<file path="src/rtl/ecdp_pkg.sv">
// Shared types and constants of the EtherCAT datagram parser.
`timescale 1ns / 1ps

package ecdp_pkg;

   // Frame size bound used as the default of the top-level parameter
   localparam int MAX_FRAME_BYTES_DEFAULT = 4096;

   // Depth of the job queue between front and back end
   localparam int JOB_DEPTH = 4;

   // Configuration port
   localparam int CSR_INDEX_W = 1;
   localparam int CSR_DATA_W  = 16;
   localparam logic [CSR_INDEX_W-1:0] CSR_ETHERTYPE  = 1'b0;
   localparam logic [CSR_INDEX_W-1:0] CSR_FRAME_TYPE = 1'b1;

   localparam logic [15:0] ETHERTYPE_RESET  = 16'h88A4;
   localparam logic [3:0]  FRAME_TYPE_RESET = 4'h1;

   // Byte positions of the Ethernet and EtherCAT frame headers
   localparam int POS_ETYPE_HI   = 12;
   localparam int POS_ETYPE_LO   = 13;
   localparam int POS_ECAT_LO    = 14;
   localparam int POS_ECAT_HI    = 15;
   localparam int PAYLOAD_START  = 16;
   localparam int DG_MIN_BYTES   = 12;   // header plus working counter
   localparam int DG_LEN_TAIL    = 5;    // non-data bytes from the length word's high byte on

   typedef enum logic [1:0] {
      KIND_DATA   = 2'd0,
      KIND_DESC   = 2'd1,
      KIND_STATUS = 2'd2
   } kind_type;

   typedef enum logic [2:0] {
      ST_OK            = 3'd0,
      ST_SHORT         = 3'd1,
      ST_BAD_ETHERTYPE = 3'd2,
      ST_BAD_TYPE      = 3'd3,
      ST_OVERRUN       = 3'd4
   } status_type;

   // Work for the back end produced by one request byte
   typedef struct packed {
      logic        has_item;      // data byte or descriptor
      logic        item_is_desc;
      logic [7:0]  payload_byte;
      logic [7:0]  command;
      logic [7:0]  datagram_index;
      logic [31:0] slave_address;
      logic [10:0] data_length;
      logic        more_follows;
      logic [15:0] working_counter;
      logic        has_status;    // frame ended on this byte
      status_type  frame_status;
      logic [7:0]  datagram_count;
   } job_type;

   // One result item
   typedef struct packed {
      kind_type    kind;
      logic [7:0]  payload_byte;
      logic [7:0]  command;
      logic [7:0]  datagram_index;
      logic [31:0] slave_address;
      logic [10:0] data_length;
      logic        more_follows;
      logic [15:0] working_counter;
      status_type  frame_status;
      logic [7:0]  datagram_count;
      logic        last_of_run;
   } result_type;

endpackage

</file>
<file path="src/rtl/ecdp_if.sv">
// Request and response channel interfaces of the EtherCAT datagram parser.
`timescale 1ns / 1ps

interface ecdp_req_if;
   logic       valid;
   logic       ready;
   logic [7:0] frame_byte;
   logic       frame_end;

   modport source (output valid, output frame_byte, output frame_end, input ready);
   modport sink   (input valid, input frame_byte, input frame_end, output ready);
endinterface

interface ecdp_rsp_if;
   logic        valid;
   logic        ready;
   logic [1:0]  kind;
   logic [7:0]  payload_byte;
   logic [7:0]  command;
   logic [7:0]  datagram_index;
   logic [31:0] slave_address;
   logic [10:0] data_length;
   logic        more_follows;
   logic [15:0] working_counter;
   logic [2:0]  frame_status;
   logic [7:0]  datagram_count;
   logic        last_of_run;

   modport source (output valid, output kind, output payload_byte, output command,
                   output datagram_index, output slave_address, output data_length,
                   output more_follows, output working_counter, output frame_status,
                   output datagram_count, output last_of_run, input ready);
   modport sink   (input valid, input kind, input payload_byte, input command,
                   input datagram_index, input slave_address, input data_length,
                   input more_follows, input working_counter, input frame_status,
                   input datagram_count, input last_of_run, output ready);
endinterface

</file>
<file path="src/rtl/ecdp_front.sv">
// Front end: byte-wise frame parser that turns data, descriptor and frame-end bytes into back-end jobs.
`timescale 1ns / 1ps

module ecdp_front #(
   parameter int MAX_FRAME_BYTES = ecdp_pkg::MAX_FRAME_BYTES_DEFAULT
) (
   input  logic                             clock,
   input  logic                             reset,
   ecdp_req_if.sink                         req_chan,
   input  logic                             csr_write_enable,
   input  logic [ecdp_pkg::CSR_INDEX_W-1:0] csr_index,
   input  logic [ecdp_pkg::CSR_DATA_W-1:0]  csr_write_data,
   input  logic                             queue_full,
   output logic                             push,
   output ecdp_pkg::job_type                push_job
);
   import ecdp_pkg::*;

   localparam int POS_W = $clog2(MAX_FRAME_BYTES + 1);
   localparam int SUM_W = $clog2(MAX_FRAME_BYTES + 2048 + PAYLOAD_START + 1);

   typedef enum logic [4:0] {
      PH_ETH  = 5'b00001,
      PH_DGH  = 5'b00010,
      PH_DATA = 5'b00100,
      PH_WKC  = 5'b01000,
      PH_DONE = 5'b10000
   } phase_type;

   logic [15:0]      ethertype_ff;
   logic [3:0]       frame_type_ff;

   logic [POS_W-1:0] pos_ff, pos_in;
   phase_type        phase_ff, phase_in;
   logic [7:0]       hbyte_ff, hbyte_in;       // first byte of a split header word
   logic [POS_W-1:0] pend_ff, pend_in;         // payload end
   logic [63:0]      dgh_ff, dgh_in;           // datagram header bytes 0..7
   logic [10:0]      remain_ff, remain_in;
   logic [7:0]       wkc_lo_ff, wkc_lo_in;
   logic [7:0]       count_ff, count_in;
   status_type       status_ff, status_in;
   logic [3:0]       sub_ff, sub_in;

   logic             accept;
   logic [7:0]       b;
   logic [SUM_W-1:0] pos_ext, pend_ext, end_calc, dg_end;
   logic [10:0]      dlen;
   status_type       final_status;
   job_type          job;

   assign req_chan.ready = !queue_full;
   assign accept = req_chan.valid && req_chan.ready;
   assign b      = req_chan.frame_byte;

   assign pos_ext  = SUM_W'(pos_ff);
   assign pend_ext = SUM_W'(pend_ff);
   assign dlen     = {b[2:0], dgh_ff[55:48]};
   assign dg_end   = pos_ext + SUM_W'(DG_LEN_TAIL) + SUM_W'(dlen);
   assign end_calc = SUM_W'(PAYLOAD_START) + SUM_W'({b[2:0], hbyte_ff});

   // Parse step
   always_comb begin
      pos_in       = pos_ff;
      phase_in     = phase_ff;
      hbyte_in     = hbyte_ff;
      pend_in      = pend_ff;
      dgh_in       = dgh_ff;
      remain_in    = remain_ff;
      wkc_lo_in    = wkc_lo_ff;
      count_in     = count_ff;
      status_in    = status_ff;
      sub_in       = sub_ff;
      final_status = ST_OK;
      job          = '0;

      case (phase_ff)
         PH_ETH: begin
            if (pos_ff == POS_W'(POS_ETYPE_HI)) begin
               hbyte_in = b;
            end else if (pos_ff == POS_W'(POS_ETYPE_LO)) begin
               if ({hbyte_ff, b} != ethertype_ff) begin
                  status_in = ST_BAD_ETHERTYPE;
                  phase_in  = PH_DONE;
               end
            end else if (pos_ff == POS_W'(POS_ECAT_LO)) begin
               hbyte_in = b;
            end else if (pos_ff == POS_W'(POS_ECAT_HI)) begin
               if (b[7:4] != frame_type_ff) begin
                  status_in = ST_BAD_TYPE;
                  phase_in  = PH_DONE;
               end else begin
                  if (end_calc > SUM_W'(MAX_FRAME_BYTES)) pend_in = POS_W'(MAX_FRAME_BYTES);
                  else pend_in = end_calc[POS_W-1:0];
                  phase_in = PH_DGH;
                  sub_in   = '0;
               end
            end
         end
         PH_DGH: begin
            if (sub_ff == 4'd0 && pos_ext >= pend_ext) begin
               // clean end of the walk
               phase_in = PH_DONE;
            end else if (sub_ff == 4'd0 &&
                         pos_ext + SUM_W'(DG_MIN_BYTES) > pend_ext) begin
               status_in = ST_OVERRUN;
               phase_in  = PH_DONE;
            end else begin
               if (sub_ff < 4'd8) dgh_in[8*sub_ff[2:0] +: 8] = b;
               sub_in = sub_ff + 4'd1;
               if (sub_ff == 4'd7 && dg_end > pend_ext) begin
                  status_in = ST_OVERRUN;
                  phase_in  = PH_DONE;
               end
               if (sub_ff == 4'd9) begin
                  remain_in = dgh_ff[58:48];
                  sub_in    = '0;
                  phase_in  = (dgh_ff[58:48] != 11'd0) ? PH_DATA : PH_WKC;
               end
            end
         end
         PH_DATA: begin
            job.has_item     = 1'b1;
            job.payload_byte = b;
            remain_in        = remain_ff - 11'd1;
            if (remain_ff == 11'd1) begin
               phase_in = PH_WKC;
               sub_in   = '0;
            end
         end
         PH_WKC: begin
            if (sub_ff == 4'd0) begin
               wkc_lo_in = b;
               sub_in    = 4'd1;
            end else begin
               if (count_ff != 8'hFF) count_in = count_ff + 8'd1;
               job.has_item        = 1'b1;
               job.item_is_desc    = 1'b1;
               job.command         = dgh_ff[7:0];
               job.datagram_index  = dgh_ff[15:8];
               job.slave_address   = dgh_ff[47:16];
               job.data_length     = dgh_ff[58:48];
               job.more_follows    = dgh_ff[63];
               job.working_counter = {b, wkc_lo_ff};
               phase_in            = PH_DGH;
               sub_in              = '0;
            end
         end
         PH_DONE: begin
         end
         default: begin
         end
      endcase

      if (pos_ff < POS_W'(MAX_FRAME_BYTES)) pos_in = pos_ff + POS_W'(1);

      job.datagram_count = count_in;

      // Frame end: status result, then per-frame state back to reset
      if (req_chan.frame_end) begin
         final_status = status_in;
         if (pos_ff < POS_W'(POS_ECAT_HI)) begin
            final_status = ST_SHORT;
         end else if (status_in == ST_OK &&
                      (phase_in == PH_DATA || phase_in == PH_WKC ||
                       (phase_in == PH_DGH && sub_in != 4'd0))) begin
            final_status = ST_OVERRUN;
         end
         job.has_status   = 1'b1;
         job.frame_status = final_status;
         pos_in    = '0;
         phase_in  = PH_ETH;
         hbyte_in  = '0;
         pend_in   = '0;
         dgh_in    = '0;
         remain_in = '0;
         wkc_lo_in = '0;
         count_in  = '0;
         status_in = ST_OK;
         sub_in    = '0;
      end
   end

   assign push     = accept && (job.has_item || job.has_status);
   assign push_job = job;

   // Configuration registers
   always_ff @(posedge clock) begin
      if (reset) begin
         ethertype_ff  <= ETHERTYPE_RESET;
         frame_type_ff <= FRAME_TYPE_RESET;
      end else if (csr_write_enable) begin
         if (csr_index == CSR_ETHERTYPE) ethertype_ff <= csr_write_data;
         if (csr_index == CSR_FRAME_TYPE) frame_type_ff <= csr_write_data[3:0];
      end
   end

   // Parser state
   always_ff @(posedge clock) begin
      if (reset) begin
         pos_ff    <= '0;
         phase_ff  <= PH_ETH;
         pend_ff   <= '0;
         remain_ff <= '0;
         count_ff  <= '0;
         status_ff <= ST_OK;
         sub_ff    <= '0;
      end else if (accept) begin
         pos_ff    <= pos_in;
         phase_ff  <= phase_in;
         pend_ff   <= pend_in;
         remain_ff <= remain_in;
         count_ff  <= count_in;
         status_ff <= status_in;
         sub_ff    <= sub_in;
      end
   end

   // Header collection registers
   always_ff @(posedge clock) begin
      if (accept) begin
         hbyte_ff  <= hbyte_in;
         dgh_ff    <= dgh_in;
         wkc_lo_ff <= wkc_lo_in;
      end
   end

   // A frame end always leaves the parser at the start of a new frame
   a_frame_restart: assert property (@(posedge clock) disable iff (reset)
      (accept && req_chan.frame_end) |=>
         (phase_ff == PH_ETH && pos_ff == '0 && count_ff == 8'd0))
      else $error("parser state not cleared after frame end");

   // Descriptor count only ever comes from the working-counter phase
   a_count_step: assert property (@(posedge clock) disable iff (reset)
      (accept && count_in != count_ff && !req_chan.frame_end) |->
         (phase_ff == PH_WKC && job.item_is_desc))
      else $error("datagram count changed outside descriptor");

endmodule

</file>
<file path="src/rtl/ecdp_queue.sv">
// Job queue between parser front end and result back end.
`timescale 1ns / 1ps

module ecdp_queue (
   input  logic              clock,
   input  logic              reset,
   input  logic              push,
   input  ecdp_pkg::job_type push_job,
   input  logic              pop,
   output logic              full,
   output logic              head_valid,
   output ecdp_pkg::job_type head_job
);
   import ecdp_pkg::*;

   localparam int PTR_W = $clog2(JOB_DEPTH);
   localparam int CNT_W = $clog2(JOB_DEPTH + 1);

   job_type          slot_ff [JOB_DEPTH];
   logic [PTR_W-1:0] wr_ff, wr_in;
   logic [PTR_W-1:0] rd_ff, rd_in;
   logic [CNT_W-1:0] cnt_ff, cnt_in;

   assign full       = (cnt_ff == CNT_W'(JOB_DEPTH));
   assign head_valid = (cnt_ff != '0);
   assign head_job   = slot_ff[rd_ff];

   // Pointer and occupancy update
   always_comb begin
      wr_in  = push ? wr_ff + PTR_W'(1) : wr_ff;
      rd_in  = pop ? rd_ff + PTR_W'(1) : rd_ff;
      cnt_in = cnt_ff;
      if (push && !pop) cnt_in = cnt_ff + CNT_W'(1);
      else if (!push && pop) cnt_in = cnt_ff - CNT_W'(1);
   end

   always_ff @(posedge clock) begin
      if (reset) begin
         wr_ff  <= '0;
         rd_ff  <= '0;
         cnt_ff <= '0;
      end else begin
         wr_ff  <= wr_in;
         rd_ff  <= rd_in;
         cnt_ff <= cnt_in;
      end
   end

   always_ff @(posedge clock) begin
      if (push) slot_ff[wr_ff] <= push_job;
   end

   a_no_overflow: assert property (@(posedge clock) disable iff (reset)
      push |-> !full)
      else $error("job queue written while full");

   a_no_underflow: assert property (@(posedge clock) disable iff (reset)
      pop |-> head_valid)
      else $error("job queue read while empty");

endmodule

</file>
<file path="src/rtl/ecdp_back.sv">
// Back end: expands queued jobs into result items behind an output register.
`timescale 1ns / 1ps

module ecdp_back (
   input  logic              clock,
   input  logic              reset,
   input  logic              head_valid,
   input  ecdp_pkg::job_type head_job,
   output logic              pop,
   ecdp_rsp_if.source        rsp_chan
);
   import ecdp_pkg::*;

   logic       valid_ff, valid_in;
   logic       second_ff, second_in;   // first result of the head job already sent
   result_type res_ff, res;
   logic       first_pending;
   logic       load;

   assign first_pending = head_job.has_item && !second_ff;
   assign load          = head_valid && (!valid_ff || rsp_chan.ready);
   assign pop           = load && !(first_pending && head_job.has_status);

   // Result selection for the head job
   always_comb begin
      res = '0;
      if (first_pending) begin
         res.last_of_run = !head_job.has_status;
         if (head_job.item_is_desc) begin
            res.kind            = KIND_DESC;
            res.command         = head_job.command;
            res.datagram_index  = head_job.datagram_index;
            res.slave_address   = head_job.slave_address;
            res.data_length     = head_job.data_length;
            res.more_follows    = head_job.more_follows;
            res.working_counter = head_job.working_counter;
            res.datagram_count  = head_job.datagram_count;
         end else begin
            res.kind         = KIND_DATA;
            res.payload_byte = head_job.payload_byte;
         end
      end else begin
         res.kind           = KIND_STATUS;
         res.frame_status   = head_job.frame_status;
         res.datagram_count = head_job.datagram_count;
         res.last_of_run    = 1'b1;
      end
   end

   // Output register control
   always_comb begin
      valid_in  = valid_ff;
      second_in = second_ff;
      if (load) begin
         valid_in  = 1'b1;
         second_in = first_pending && head_job.has_status;
      end else if (rsp_chan.ready) begin
         valid_in = 1'b0;
      end
   end

   always_ff @(posedge clock) begin
      if (reset) begin
         valid_ff  <= 1'b0;
         second_ff <= 1'b0;
      end else begin
         valid_ff  <= valid_in;
         second_ff <= second_in;
      end
   end

   always_ff @(posedge clock) begin
      if (load) res_ff <= res;
   end

   assign rsp_chan.valid           = valid_ff;
   assign rsp_chan.kind            = res_ff.kind;
   assign rsp_chan.payload_byte    = res_ff.payload_byte;
   assign rsp_chan.command         = res_ff.command;
   assign rsp_chan.datagram_index  = res_ff.datagram_index;
   assign rsp_chan.slave_address   = res_ff.slave_address;
   assign rsp_chan.data_length     = res_ff.data_length;
   assign rsp_chan.more_follows    = res_ff.more_follows;
   assign rsp_chan.working_counter = res_ff.working_counter;
   assign rsp_chan.frame_status    = res_ff.frame_status;
   assign rsp_chan.datagram_count  = res_ff.datagram_count;
   assign rsp_chan.last_of_run     = res_ff.last_of_run;

   // A half-sent job must still be at the head and owe its status result
   a_second_half: assert property (@(posedge clock) disable iff (reset)
      second_ff |-> (head_valid && head_job.has_status && head_job.has_item))
      else $error("split job lost from queue head");

endmodule

</file>
<file path="src/rtl/ethercat_datagram_parser_unit.sv">
// Top level of the EtherCAT datagram parser.
// A result reaches rsp_chan through the job queue and the output register.
// Throughput: one request byte per cycle while the job queue is not full; a frame-end byte
//   that also carries data or closes a datagram yields two results through the output register.
// A four-entry job queue between parser and output stage absorbs those extra results.
// Reset is synchronous and active high; it restores the registers to 0x88A4 and 1.
`timescale 1ns / 1ps

module ethercat_datagram_parser_unit #(
   parameter int MAX_FRAME_BYTES = ecdp_pkg::MAX_FRAME_BYTES_DEFAULT
) (
   input  logic                             clock,
   input  logic                             reset,
   ecdp_req_if.sink                         req_chan,
   ecdp_rsp_if.source                       rsp_chan,
   input  logic                             csr_write_enable,
   input  logic [ecdp_pkg::CSR_INDEX_W-1:0] csr_index,
   input  logic [ecdp_pkg::CSR_DATA_W-1:0]  csr_write_data
);
   import ecdp_pkg::*;

   logic    push;
   logic    pop;
   logic    full;
   logic    head_valid;
   job_type push_job;
   job_type head_job;

   ecdp_front #(
      .MAX_FRAME_BYTES(MAX_FRAME_BYTES)
   ) u_front (
      .clock            (clock),
      .reset            (reset),
      .req_chan         (req_chan),
      .csr_write_enable (csr_write_enable),
      .csr_index        (csr_index),
      .csr_write_data   (csr_write_data),
      .queue_full       (full),
      .push             (push),
      .push_job         (push_job)
   );

   ecdp_queue u_queue (
      .clock      (clock),
      .reset      (reset),
      .push       (push),
      .push_job   (push_job),
      .pop        (pop),
      .full       (full),
      .head_valid (head_valid),
      .head_job   (head_job)
   );

   ecdp_back u_back (
      .clock      (clock),
      .reset      (reset),
      .head_valid (head_valid),
      .head_job   (head_job),
      .pop        (pop),
      .rsp_chan   (rsp_chan)
   );

endmodule
</file>
<file path="src/flat_wrapper.sv">
// flat-port wrapper written by rule: the top's interface ports become plain ports
module ethercat_datagram_parser_unit_flat import ecdp_pkg::*;
#(
   parameter int MAX_FRAME_BYTES = ecdp_pkg::MAX_FRAME_BYTES_DEFAULT
)
  (clock, reset, csr_write_enable, csr_index, csr_write_data, req_chan_valid, req_chan_frame_byte, req_chan_frame_end, req_chan_ready, rsp_chan_valid, rsp_chan_kind, rsp_chan_payload_byte, rsp_chan_command, rsp_chan_datagram_index, rsp_chan_slave_address, rsp_chan_data_length, rsp_chan_more_follows, rsp_chan_working_counter, rsp_chan_frame_status, rsp_chan_datagram_count, rsp_chan_last_of_run, rsp_chan_ready);
  ecdp_req_if req_chan_i ();
  ecdp_rsp_if rsp_chan_i ();
  input  logic clock;
  input  logic reset;
  input  logic csr_write_enable;
  input  logic [ecdp_pkg::CSR_INDEX_W-1:0] csr_index;
  input  logic [ecdp_pkg::CSR_DATA_W-1:0] csr_write_data;
  input wire logic [$bits(req_chan_i.valid)-1:0] req_chan_valid;
  input wire logic [$bits(req_chan_i.frame_byte)-1:0] req_chan_frame_byte;
  input wire logic [$bits(req_chan_i.frame_end)-1:0] req_chan_frame_end;
  output wire logic [$bits(req_chan_i.ready)-1:0] req_chan_ready;
  output wire logic [$bits(rsp_chan_i.valid)-1:0] rsp_chan_valid;
  output wire logic [$bits(rsp_chan_i.kind)-1:0] rsp_chan_kind;
  output wire logic [$bits(rsp_chan_i.payload_byte)-1:0] rsp_chan_payload_byte;
  output wire logic [$bits(rsp_chan_i.command)-1:0] rsp_chan_command;
  output wire logic [$bits(rsp_chan_i.datagram_index)-1:0] rsp_chan_datagram_index;
  output wire logic [$bits(rsp_chan_i.slave_address)-1:0] rsp_chan_slave_address;
  output wire logic [$bits(rsp_chan_i.data_length)-1:0] rsp_chan_data_length;
  output wire logic [$bits(rsp_chan_i.more_follows)-1:0] rsp_chan_more_follows;
  output wire logic [$bits(rsp_chan_i.working_counter)-1:0] rsp_chan_working_counter;
  output wire logic [$bits(rsp_chan_i.frame_status)-1:0] rsp_chan_frame_status;
  output wire logic [$bits(rsp_chan_i.datagram_count)-1:0] rsp_chan_datagram_count;
  output wire logic [$bits(rsp_chan_i.last_of_run)-1:0] rsp_chan_last_of_run;
  input wire logic [$bits(rsp_chan_i.ready)-1:0] rsp_chan_ready;
  assign req_chan_i.valid = req_chan_valid;
  assign req_chan_i.frame_byte = req_chan_frame_byte;
  assign req_chan_i.frame_end = req_chan_frame_end;
  assign req_chan_ready = req_chan_i.ready;
  assign rsp_chan_valid = rsp_chan_i.valid;
  assign rsp_chan_kind = rsp_chan_i.kind;
  assign rsp_chan_payload_byte = rsp_chan_i.payload_byte;
  assign rsp_chan_command = rsp_chan_i.command;
  assign rsp_chan_datagram_index = rsp_chan_i.datagram_index;
  assign rsp_chan_slave_address = rsp_chan_i.slave_address;
  assign rsp_chan_data_length = rsp_chan_i.data_length;
  assign rsp_chan_more_follows = rsp_chan_i.more_follows;
  assign rsp_chan_working_counter = rsp_chan_i.working_counter;
  assign rsp_chan_frame_status = rsp_chan_i.frame_status;
  assign rsp_chan_datagram_count = rsp_chan_i.datagram_count;
  assign rsp_chan_last_of_run = rsp_chan_i.last_of_run;
  assign rsp_chan_i.ready = rsp_chan_ready;
  ethercat_datagram_parser_unit #(.MAX_FRAME_BYTES(MAX_FRAME_BYTES)) u_core (.clock(clock), .reset(reset), .req_chan(req_chan_i), .rsp_chan(rsp_chan_i), .csr_write_enable(csr_write_enable), .csr_index(csr_index), .csr_write_data(csr_write_data));
endmodule
</file>
<file path="config.mk">
export PLATFORM = sky130hd
export DESIGN_NAME = ethercat_datagram_parser_unit_flat
export DESIGN_NICKNAME = d
export VERILOG_FILES = /design/src/rtl/ecdp_pkg.sv /design/src/rtl/ecdp_if.sv /design/src/rtl/ecdp_front.sv /design/src/rtl/ecdp_queue.sv /design/src/rtl/ecdp_back.sv /design/src/rtl/ethercat_datagram_parser_unit.sv /design/src/flat_wrapper.sv
export SDC_FILE = /design/constraint.sdc
export NUM_CORES = 1
export LEC_CHECK = 0
export BUFFER_PORTS_ARGS = -buffer_cell sky130_fd_sc_hd__buf_2
export CORE_MARGIN = 2
export CORE_UTILIZATION = 29
export DETAILED_ROUTE_END_ITERATION = 7
export PLACE_DENSITY = 0.49
export RECOVER_POWER = 100
export SYNTH_ARGS = -nofsm -noshare
export SYNTH_HDL_FRONTEND = slang
export SYNTH_SLANG_ARGS = --single-unit
</file>
<file path="constraint.sdc">
create_clock -name clock -period 21.9 [get_ports clock]
set_input_delay 4.38 -clock clock [delete_from_list [all_inputs] [get_ports clock]]
set_output_delay 4.38 -clock clock [all_outputs]
set_load 0.02 [all_outputs]
</file>
# Word level (Yosys, flattened, before mapping)
# Memory sizes are Yosys's and may differ from the RTL's. A register that Yosys moved wholly into a read port is not among the register bits.
# Index checks and enable logic that the tools add are counted.
[totals] ff_bits=264 ram_bits=392 input_bits=31 output_inout_bits=100 n_memories=1
[op_classes] n_addsub=13 magnitude_cmp=7 n_eq_ne=28 shift=2 mux=88 bitwise_logic=2 reduce_logical=50
[mem_list] memory="u_core.u_queue.slot_ff" depth=4 word_bits=98 rd=1 rd_ports_with_merged_regs=1 write_ports=1 line="ecdp_queue.sv:19" rtl="job_type slot_ff [JOB_DEPTH];"
[ops] op="2-to-1 mux 64 bit" n=4
[ops] op="2-to-1 mux 76 bit" n=2
[ops] op="2-to-1 mux 13 bit" n=10
[ops] op="2-to-1 mux 8 bit" n=12
[ops] op="2-to-1 mux 5 bit" n=13
[ops] op="bitwise mux 64 bit" n=1
[ops] op="variable shift 8 x 34 -> 64 bit (first input constant)" n=1
[ops] op="variable part select 8 x 34 -> 64 bit" n=1
[ops] op="equality test 13 x 4 -> 1 bit (second input constant)" n=4
[ops] op="2-to-1 mux 4 bit" n=12
[ops] op="2-to-1 mux 11 bit" n=4
[ops] op="2-to-1 mux 3 bit" n=14
[ops] op="negation 6 -> 34 bit" n=1
[ops] op="greater-than comparator 13 bit" n=2
[ops] op="one-hot mux 11 bit (2 select lines)" n=1
[ops] op="one-hot mux 5 bit (4 select lines)" n=1
[ops] op="nonzero test 2 bit" n=9
[ops] op="!= test 16 bit" n=1
[ops] op="one-hot mux 4 bit (4 select lines)" n=1
[ops] op="adder 13 x 1 -> 13 bit (second input constant)" n=1
[ops] op="adder 13 x 11 -> 13 bit" n=1
[ops] op="adder 13 x 3 -> 13 bit (second input constant)" n=1
[ops] op="adder 13 x 4 -> 13 bit (second input constant)" n=1
[ops] op="greater-or-equal comparator 13 bit" n=1
[ops] op="43 further kinds" n=91

# Depth between registers and ports, before layout
# Gate-level depths: netlist (run 1).
[depth] word_depth=22 depth_mapped=24 mapped_depth_nobuf=24

# Hierarchy
# A second synthesis (run 1) with hierarchy kept.
[hier_totals] cells_unflattened=1948 hier_area_um2=28234.6
[modules_own_cells] module="ecdp_queue" n_inst=1 cells_per_inst=556 area_per_inst_um2=14556.5 seq_area_each_um2=11951.5
[modules_own_cells] module="ecdp_front" n_inst=1 cells_per_inst=1165 area_per_inst_um2=9857.0 seq_area_each_um2=3803.6
[modules_own_cells] module="ecdp_back" n_inst=1 cells_per_inst=227 area_per_inst_um2=3821.2 seq_area_each_um2=2982.9

# Worst setup path after synthesis (run 1)
# Ideal clock, no wire load.
[synth_path] kind="input-to-reg" start="in rsp_chan_ready" end="reg u_core.u_queue.cnt_ff[2]" setup_time_ps=71 t_arrival_ps=10997 path_slack_ps=10832 stages=9 path_buffers=0 cell_sequence="inv_1 > a21oi_1 > nand2_1 > ha_1 > inv_1 > fa_1 > xor2_1 > or3_1 > a21oi_1"
[synth_via] elab_chain_cells=6
[synth_lines] item="start, declared" line="flat_wrapper.sv:30" rtl="input wire logic [$bits(rsp_chan_i.ready)-1:0] rsp_chan_ready;"
[synth_lines] item="logical OR 1 bit (*)" line="ecdp_back.sv:21" rtl="assign load = head_valid && (!valid_ff || rsp_chan.ready);"
[synth_lines] item="logical AND 1 bit (*)" line="ecdp_back.sv:21"
[synth_lines] item="named net u_core.u_back.load" line="ecdp_back.sv:18" rtl="logic load;"
[synth_lines] item="logical AND 1 bit (*)" line="ecdp_back.sv:22" rtl="assign pop = load && !(first_pending && head_job.has_status);"
[synth_lines] item="zero test 1 bit" line="ecdp_queue.sv:33" rtl="if (push && !pop) cnt_in = cnt_ff + CNT_W'(1);"
[synth_lines] item="logical AND 1 bit" line="ecdp_queue.sv:33"
[synth_lines] item="2-to-1 mux 3 bit or nonzero test 2 bit (tied branches)"
[synth_lines] item="end signal, assigned" line="ecdp_queue.sv:45" rtl="cnt_ff <= cnt_in;"
[synth_lines] item="end, declared" line="ecdp_queue.sv:22" rtl="logic [CNT_W-1:0] cnt_ff, cnt_in;"
# Mark *: on every way through the listed nets, which the timed path passes. The rest lies on a longest branch.
# A chain may end at the register's enable or synchronous reset.

# Worst setup path in the final report (run 1)
[layout_path] start="in req_chan_frame_end" end="mem u_core.u_queue.slot_ff[2][65] (netlist bit) (enable)"
[layout_via] elab_chain_cells=5
[layout_lines] item="start, declared" line="flat_wrapper.sv:16" rtl="input wire logic [$bits(req_chan_i.frame_end)-1:0] req_chan_frame_end;"
[layout_lines] item="2-to-1 mux 4 bit" line="ecdp_front.sv:159" rtl="if (req_chan.frame_end) begin"
[layout_lines] item="logical OR 1 bit" line="ecdp_front.sv:183" rtl="assign push = accept && (job.has_item || job.has_status);"
[layout_lines] item="logical AND 1 bit" line="ecdp_front.sv:183"
[layout_lines] item="named net u_core.push" line="ethercat_datagram_parser_unit.sv:22" rtl="logic push;"
[layout_lines] item="2-to-1 mux 1 bit" line="ecdp_queue.sv:50" rtl="if (push) slot_ff[wr_ff] <= push_job;"
[layout_lines] item="2-to-1 mux 1 bit (implied by the code)" line="ecdp_queue.sv:50"
[layout_lines] item="end, declared" line="ecdp_queue.sv:19"
# The timed path passes the listed nets, and every way through them passes these cells.

==> results by group, run 1 <==
Yosys
  • Register area share after synthesis: 66.4%
  • Leading area contributor after synthesis: edfxtp_1
  • Area contributors post-synth: edfxtp_1 60%, mux4_2 7.8%, dfxtp_1 6.2%
  • Synthesized area: 28,200 um^2
  • Seq cells post-synth: 653
  • Count of cell types in the netlist: 72
  • Top-area cell type share of the netlist area: 60.2%
  • Mapped Cells: 1,972
  • Main synth FF type: edfxtp_1
  • Ys async rst share: 0%
  • YS warnings: 0
  • Mapped Avg Cell Area: 14.3 um^2
  • Post-synth EDFFs: 566
  • Syn Nets: 2,083

Critical path
  • CP delay by family, top: buffers and inverters
  • Crit-path cells: clkbuf_1 -> nor2_1 -> a21oi_1 -> and2_0 -> clkbuf_1
  • Crit path arrival time: 11.56 ns
  • Most Frequent Cell on Critical Path: clkbuf_1
  • R2R Path End: u_core.u_queue.slot_ff[2][65]
  • Worst path max stage delay: 2.87 ns
  • Critical path endpoint category: flip-flop
  • Reg2reg path depth: 7
  • RR Startpoint: u_core.u_front.phase_ff[1]
  • Slowest CP cell: clkbuf_1
  • Req. time, crit path: 22.02 ns
  • Crit path max fanout: 58
  • Bufs and invs on worst path: 2
  • Flop-to-flop setup slack: 11.20 ns
  • Setup crit start kind: input port
  • Kind of critical path: in -> reg

Flow run
  • Max-cap violations: 18

Timing
  • Minimum clock period: 11.44 ns
  • WHS: 0.472 ns
  • RSZ-0062 raised after global routing: false
  • Relative slew slack: -174%
  • Fin crit share: 52.2%
  • Max Fclk: 0.0874 GHz
  • Final Hold Fails: 0
  • Clk_skew: 0.0302 ns
  • Setup tns final: 0 ns
  • Worst Tran Pin Value: 4.11 ns
  • Final Setup Violations: 0
  • Slew Limit Fails: 924

Floorplanning
  • # IOs: 131
  • Die Area: 99,800 um^2
  • Starting Density: 29.2%
  • Die Y: 316 um
  • FP Rows: 114
  • Core ar.: 96,600 um^2
  • Die Wd: 316 um

Cells and area
  • Share of cells above drive strength 1: 11.8%
  • Design area: 32,400 um^2
  • Final net count: 2,191
  • Synth-to-Final Area Change: 14.9%
  • Post-route insts no fill: 3,419
  • Fin util: 33.6%

Run status
  • Outcome: finished, violations left
  • Violated checks: max-capacitance violations, max-slew violations

GRT
  • Largest net degree at the start of global routing: 85
  • GRT Util Overall: 14.0%
  • Vias in the first global route: 17,400
  • Initial antenna violation count: 5
  • GR Overflow Total: 0
  • First-pass GRT wire length: 106,000 um

Clock network
  • Post-CTS Resized: 0
  • Clk root buf: clkbuf_16
  • Htree depth: 3
  • # hold bufs at CTS: 0
  • Post-CTS Setup Inserts: 0
  • CTS sink cnt: 653
  • Clock latency on the worst-skew pair: 0.63 ns
  • Deepest clock path buffer count: 3
  • Worst-path clk slew: 0.06 ns
  • TritonCTS Buffers: 75
  • TritonCTS clock tree: yes

Routing
  • Vias/cell: 4.86
  • Initial DRT Pass Iterations: 5
  • Routed Wire Length: 69,500 um
  • DRT iter0 DRCs: 1,263
  • Routed vias: 16,600
  • Per-cell routed wire length: 20.3 um
  • Final ANT Viol Nets: 0
  • # DRC: 0

Placed design
  • Placer Congestion: 0.813
  • DPL Wire Length: 43,400 um
  • Port bufs: 130
  • Placed insts: 3,279
  • Post-Place Cell Area: 30,200 um^2

Pwr
  • Pwr Density: 111 nW/um^2
  • Worst VDD drop: 0.0561 mV
  • Leak pwr: 11.7 nW

Worst hold path
  • Hold endpoint: u_core.u_front.ethertype_ff[3]
  • Worst Min Path Start: u_core.u_front.ethertype_ff[3]
  • Hold Path Class: reg -> reg
  • WHS Path Cells: 2
Yosys cell counts (3+ instances only):
library cell	instances
nand3_1	69
a31oi_1	7
nor3b_1	4
a21o_1	11
o21bai_1	4
a211oi_1	10
nor3_1	14
nor4_1	10
edfxtp_1	566
mux4_2	98
and2_1	31
nand2_1	137
xnor2_1	42
a211o_1	3
a22oi_1	29
o211ai_1	4
clkbuf_1	100
dfxtp_1	87
o31ai_1	4
inv_1	44
nor2_1	132
buf_1	12
a21oi_1	112
xor2_1	21
o21a_1	3
mux2i_1	18
nor2b_1	26
and3_1	159
o21ai_0	39
ha_1	78
nand4_1	20
or3_1	8
nand3b_1	9
a2111oi_0	3
buf_2	5
nand2b_1	6
worst max-delay path by stage:
| stage | start | endpoint | slack [ns] | depth (start not counted) |
|---|---|---|---|---|
| after floorplan | rsp_chan_ready | u_core.u_queue.cnt_ff[2] | 10.83 | 9 |
| after global placement | req_chan_frame_byte[0] | u_core.u_queue.slot_ff[0][10] | 13.28 | 17 |
| after detailed placement | req_chan_frame_byte[0] | u_core.u_queue.slot_ff[0][10] | 13.25 | 17 |
| after CTS | req_chan_frame_byte[0] | u_core.u_queue.slot_ff[0][10] | 13.90 | 17 |
| after global routing | req_chan_frame_end | u_core.u_queue.slot_ff[2][53] | 9.63 | 5 |
| final | req_chan_frame_end | u_core.u_queue.slot_ff[2][65] | 10.46 | 5 |
report_power, final:
| part | leakage, nW | internal (W) | switching [W] |
|---|---|---|---|
| logic | 4.08 | 0.000248 | 0.000492 |
| clock network | 1.18 | 0.000730 | 0.000505 |
| registers | 6.41 | 0.00156 | 0.0000727 |
| total | 11.7 | 0.00254 | 0.00107 |
layer usage:
layer / vias up / global-route usage (%) / share of wire, %
li1: 7754 / - / -
met1: 8380 / 18.3 / 45
met2: 385 / 23.6 / 48
met3: 109 / 2.32 / 4.7
met4: 2 / 4.58 / 2.5
met5: - / 0 / 0.019
worst register-to-register path, cell delays in order, from the launching register on:
cell	delay, ns
dfxtp_1	0.38
nor3_1	0.44
and3b_2	0.26
clkbuf_1	2.15
nand2_1	0.86
a21oi_1	0.69
and2_0	2.52
clkbuf_1	2.88
registers in the layout (all words and copies together), names as in the netlist, 3 cells and up, named ones only:
name and count:
u_core.u_front.hbyte_ff 8, u_core.u_front.dgh_ff 60, u_core.u_front.ethertype_ff 16, u_core.u_front.pend_ext 12, u_core.u_queue.slot_ff 392, u_core.u_back.rsp_chan.data_length 11, u_core.u_queue.cnt_ff 3, u_core.u_back.rsp_chan.command 8
u_core.u_back.rsp_chan.payload_byte 8, u_core.u_front.phase_ff 5, u_core.u_back.rsp_chan.datagram_count 8, u_core.u_front.sub_ff 4, u_core.u_back.rsp_chan.working_counter 16, u_core.u_back.rsp_chan.frame_status 3, u_core.u_back.rsp_chan.datagram_index 8, u_core.u_front.pos_ext 13
u_core.u_back.rsp_chan.slave_address 32, u_core.u_front.count_ff 8, u_core.u_front.status_ff 3, u_core.u_front.frame_type_ff 4, u_core.u_front.wkc_lo_ff 8, u_core.u_front.remain_ff 11
per-stage QoR:
stage	total power [W]	worst slack (ns)
CTS	0.00369	13.90
global placement	0.00243	13.28
detailed placement	0.00244	13.25
global route	0.00378	9.63
floorplan	0.00217	10.83
finish	0.00361	10.46
logic make-up (layout without fill, tap and decap cells):
logic type,count (synthesis),in the layout,synth area share (%)
DFF,653,653,66.4
and+or+nand+nor,641,641,11.7
AOI/OAI and AO/OA,253,253,5.54
buffers and inverters,164,333,2.24
muxes,118,118,8.54
adders and majority gates,80,80,3.60
xor gates and xnor gates,63,63,1.96
other,0,2,0
layout make-up:
class	count	area [um^2]
Clock inverter	49	437
Clock buffer	89	2010
Fill cell	9434	64100
Multi-Input combinational cell	1155	8840
Tap cell	1276	1600
Timing Repair Buffer	150	619
Antenna cell	2	5.00
Sequential cell	653	18700
Inverter	45	169
placed cells by master, fill, tap and decap left out, drive strengths merged, types with 3 or more instances in the layout:
cell type / instances
nor3: 15
nor4: 10
a211o: 4
a31o: 3
o21bai: 4
xnor2: 42
a21oi: 112
nand3: 69
nor2: 132
o21a: 3
buf: 29
mux4: 98
a21o: 11
ha: 78
or3: 9
a211oi: 11
nand4: 20
o31ai: 4
nor3b: 4
dfxtp: 87
a22oi: 29
clkbuf: 210
and3: 159
a31oi: 7
edfxtp: 566
bufinv: 6
inv: 46
o22ai: 3
nand2: 137
xor2: 21
nand2b: 6
nand3b: 9
a2111oi: 4
nor2b: 27
and2: 31
mux2i: 18
o211ai: 4
clkinvlp: 6
clkinv: 36
o21ai: 41
(Power assumes the default switching activity.)
==> run 2, diff against run 1 <==
--- a/config.mk
+++ b/config.mk
@@ -5,11 +5,12 @@
 export SDC_FILE = /design/constraint.sdc
 export NUM_CORES = 1
 export LEC_CHECK = 0
+export ABC_AREA = 1
 export BUFFER_PORTS_ARGS = -buffer_cell sky130_fd_sc_hd__buf_2
 export CORE_MARGIN = 2
 export CORE_UTILIZATION = 29
 export DETAILED_ROUTE_END_ITERATION = 7
-export PLACE_DENSITY = 0.49
+export PLACE_DENSITY = 0.5
 export RECOVER_POWER = 100
 export SYNTH_ARGS = -nofsm -noshare
 export SYNTH_HDL_FRONTEND = slang
==> constraint.sdc (replaced) <==
create_clock -name clock -period 10.12 [get_ports clock]
set_input_delay 2.024 -clock clock [delete_from_list [all_inputs] [get_ports clock]]
set_output_delay 2.024 -clock clock [all_outputs]
set_load 0.02 [all_outputs]
==> run 2 against run 1 <==
Net effect: the run still ends with max-capacitance violations, max-slew violations left; sequential cell count stayed put; first-iteration DRC count increased by 48%; clock power up 110%; wire length up 15%; register-to-register slack worse by 8.5 ns; largest power group unchanged; clock skew decreased by 0.0024 ns; synthesized area is 1.4% higher.
==> results by group, run 2 <==
Critical path
  • Req. time, crit path: 10.48 ns (-11.54 ns)
  • Bufs and invs on worst path: 2 (unchanged)
  • Setup crit start kind: flip-flop
  • Worst path max stage delay: 2.32 ns (-0.55 ns)
  • Critical path endpoint category: flip-flop
  • Slowest CP cell: clkinvlp_2
  • Reg2reg path depth: 5 (-2)
  • Stages on worst setup path: 5 (unchanged)
  • Crit path max fanout: 67 (+16%)
  • CP delay by family, top: buffers and inverters
  • Crit-path cells: clkinvlp_2 -> clkbuf_1 -> nor2_1 -> o21ai_0 -> a21oi_1
  • Crit path arrival time: 7.76 ns (-3.80 ns)
  • Kind of critical path: reg -> reg

GRT
  • Initial antenna violation count: 2 (-3)
  • First-pass GRT wire length: 120,000 um (+13%)
  • GRT Util Overall: 15.4% (+1.5 points)
  • Largest net degree at the start of global routing: 92 (+8.2%)
  • GR Overflow Total: 0 (unchanged)
  • Vias in the first global route: 19,300 (+11%)

Yosys
  • Syn Nets: 2,818 (+35%)
  • Mapped Cells: 2,707 (+37%)
  • Register area share after synthesis: 65.5% (-0.95 points)
  • YS warnings: 0 (unchanged)
  • Top-area cell type share of the netlist area: 59.4% (-0.86 points)
  • Leading area contributor after synthesis: edfxtp_1
  • Mapped Avg Cell Area: 10.6 um^2 (-26%)
  • Count of cell types in the netlist: 54 (-25%)
  • Main synth FF type: edfxtp_1
  • Ys async rst share: 0% (unchanged)
  • Area contributors post-synth: edfxtp_1 59%, nor2_1 7.9%, dfxtp_1 6.1%
  • Cell with the most instances after synthesis: nor2_1
  • Synthesized area: 28,600 um^2 (+1.4%)
  • Seq cells post-synth: 653 (unchanged)
  • Post-synth EDFFs: 566 (unchanged)
  • Synth cell count leaders: 601 x nor2_1, 566 x edfxtp_1, 320 x o21ai_0

Timing
  • Clk_skew: 0.0278 ns (-0.00242 ns)
  • Final Setup Violations: 0 (unchanged)
  • Fin crit share: 73.1%
  • Final Hold Fails: 0 (unchanged)
  • Relative slew slack: -156% (+18 points)
  • Minimum clock period: 7.40 ns
  • Setup tns final: 0 ns (unchanged)
  • Slew Limit Fails: 442 (-52%)
  • Worst Tran Pin Value: 3.84 ns (-0.265 ns)
  • RSZ-0062 raised after global routing: false
  • Max Fclk: 0.135 GHz

Floorplanning
  • Die Y: 318 um (+0.71%)
  • # IOs: 131 (unchanged)
  • Starting Density: 29.2% (-0.051 points)
  • Die Area: 101,000 um^2 (+1.4%)
  • Core ar.: 98,100 um^2 (+1.6%)
  • Die Wd: 318 um (+0.71%)
  • FP Rows: 115 (+0.88%)

Worst hold path
  • Hold Path Class: reg -> reg
  • WHS Path Cells: 2 (unchanged)

Clock network
  • Worst-path clk slew: 0.06 ns (about the same)
  • Deepest clock path buffer count: 3 (unchanged)
  • CTS sink cnt: 653 (unchanged)
  • Clock latency on the worst-skew pair: 0.63 ns (about the same)
  • Post-CTS Resized: 0 (unchanged)
  • # hold bufs at CTS: 0 (unchanged)
  • TritonCTS Buffers: 71 (-5.3%)
  • Clk root buf: clkbuf_16
  • TritonCTS clock tree: yes
  • Post-CTS Setup Inserts: 0 (unchanged)
  • Htree depth: 3 (unchanged)

Cells and area
  • Most frequent cells in the layout: 596 x nor2_1, 566 x edfxtp_1, 320 x o21ai_0, 266 x nand2_1, 227 x a21oi_1
  • Synth-to-Final Area Change: 14.5%
  • Register with the most flip-flops: u_core.u_queue.slot_ff
  • Commonest non-fill, non-tap cell in the layout: nor2_1
  • Largest register FFs: 392 (unchanged)
  • Fin util: 33.4% (-0.18 points)
  • Design area: 32,800 um^2 (+1.1%)
  • Share of cells above drive strength 1: 5.72% (-6.1 points)
  • Final net count: 2,929 (+34%)

Routing
  • # DRC: 0 (unchanged)
  • DRT iter0 DRCs: 1,866 (+48%)
  • Routed Wire Length: 79,700 um (+15%)
  • Final ANT Viol Nets: 0 (unchanged)
  • Vias/cell: 4.77 (-2.0%)
  • Per-cell routed wire length: 19.2 um (-5.7%)
  • Initial DRT Pass Iterations: 6 (+1)
  • Routed vias: 19,800 (+19%)

Run status
  • Outcome: finished, violations left
  • Violated checks: max-capacitance violations, max-slew violations

Pwr
  • Pwr Density: 242 nW/um^2 (+120%)
  • Leak pwr: 11.8 nW (+1.2%)
  • Worst VDD drop: 0.124 mV (+120%)

Flow run
  • Max-cap violations: 9 (-9)

Placed design
  • Post-Place Cell Area: 30,700 um^2 (+1.7%)
  • Port bufs: 130 (unchanged)
  • DPL Wire Length: 50,600 um (+17%)
  • Placer Congestion: 0.898 (+11%)
run 2: layout make-up:
class | count | area (um^2)
Sequential cell | 653 | 18700
Fill cell | 9946 | 65400
Clock buffer | 82 | 1820
Tap cell | 1287 | 1610
Antenna cell | 1 | 2.50
Inverter | 196 | 739
Timing Repair Buffer | 158 | 689
Clock inverter | 42 | 440
Multi-Input combinational cell | 1738 | 8730
run 2: tightest hold or removal path, cell delays in order, from the launching register on:
cell	delay [ns]
dfxtp_1	0.30
nand2_1	0.06
a21oi_1	0.05
run 2: where the power goes:
part | internal [W] | leakage (nW) | switching, W
Combinational | 0.000429 | 4.40 | 0.00138
Clock | 0.00148 | 1.09 | 0.00109
Sequential | 0.00335 | 6.32 | 0.000185
Total | 0.00526 | 11.8 | 0.00266
run 2: logic make-up after synthesis:
logic type / share of synthesized area [%]
flip-flops: 65.5
AND/OR/NAND/NOR: 14.3
AO/OA/AOI/OAI: 11.2
XOR/XNOR: 1.29
buffers and inverters: 4.16
adder cells (fa/ha/maj): 3.55
run 2: path summary, 6_finish.rpt:
path                                                  from                                endpoint  slack (ns)
worst max-delay path                             flip-flop  u_core.u_back.rsp_chan.payload_byte[7]        2.72
worst min-delay path            u_core.u_front.pend_ext[5]              u_core.u_front.pend_ext[5]        0.47
worst max register to register                   flip-flop  u_core.u_back.rsp_chan.payload_byte[7]        2.72
worst min register to register  u_core.u_front.pend_ext[5]              u_core.u_front.pend_ext[5]        0.47
run 2: metal layers:
layer  up-vias  wire length (um)  track usage [%]
li1       9633                 -                -
met1      9642             36100             20.8
met2       425             38200             25.7
met3       107              3700             2.38
met4         2              1630             4.37
met5         -                14                0
run 2: per-stage QoR:
step	total power (W)	cells	hold slack, ns	setup WS (ns)
final	0.00792	4157	0.466	2.72
after global routing	0.00833	4156	0.483	2.13
after CTS	0.00806	4156	0.456	4.61
after detailed placement	0.00549	4032	0.447	4.53
after global placement	0.00548	4032	0.442	4.53
after floorplan	0.00480	2707	0.436	1.07
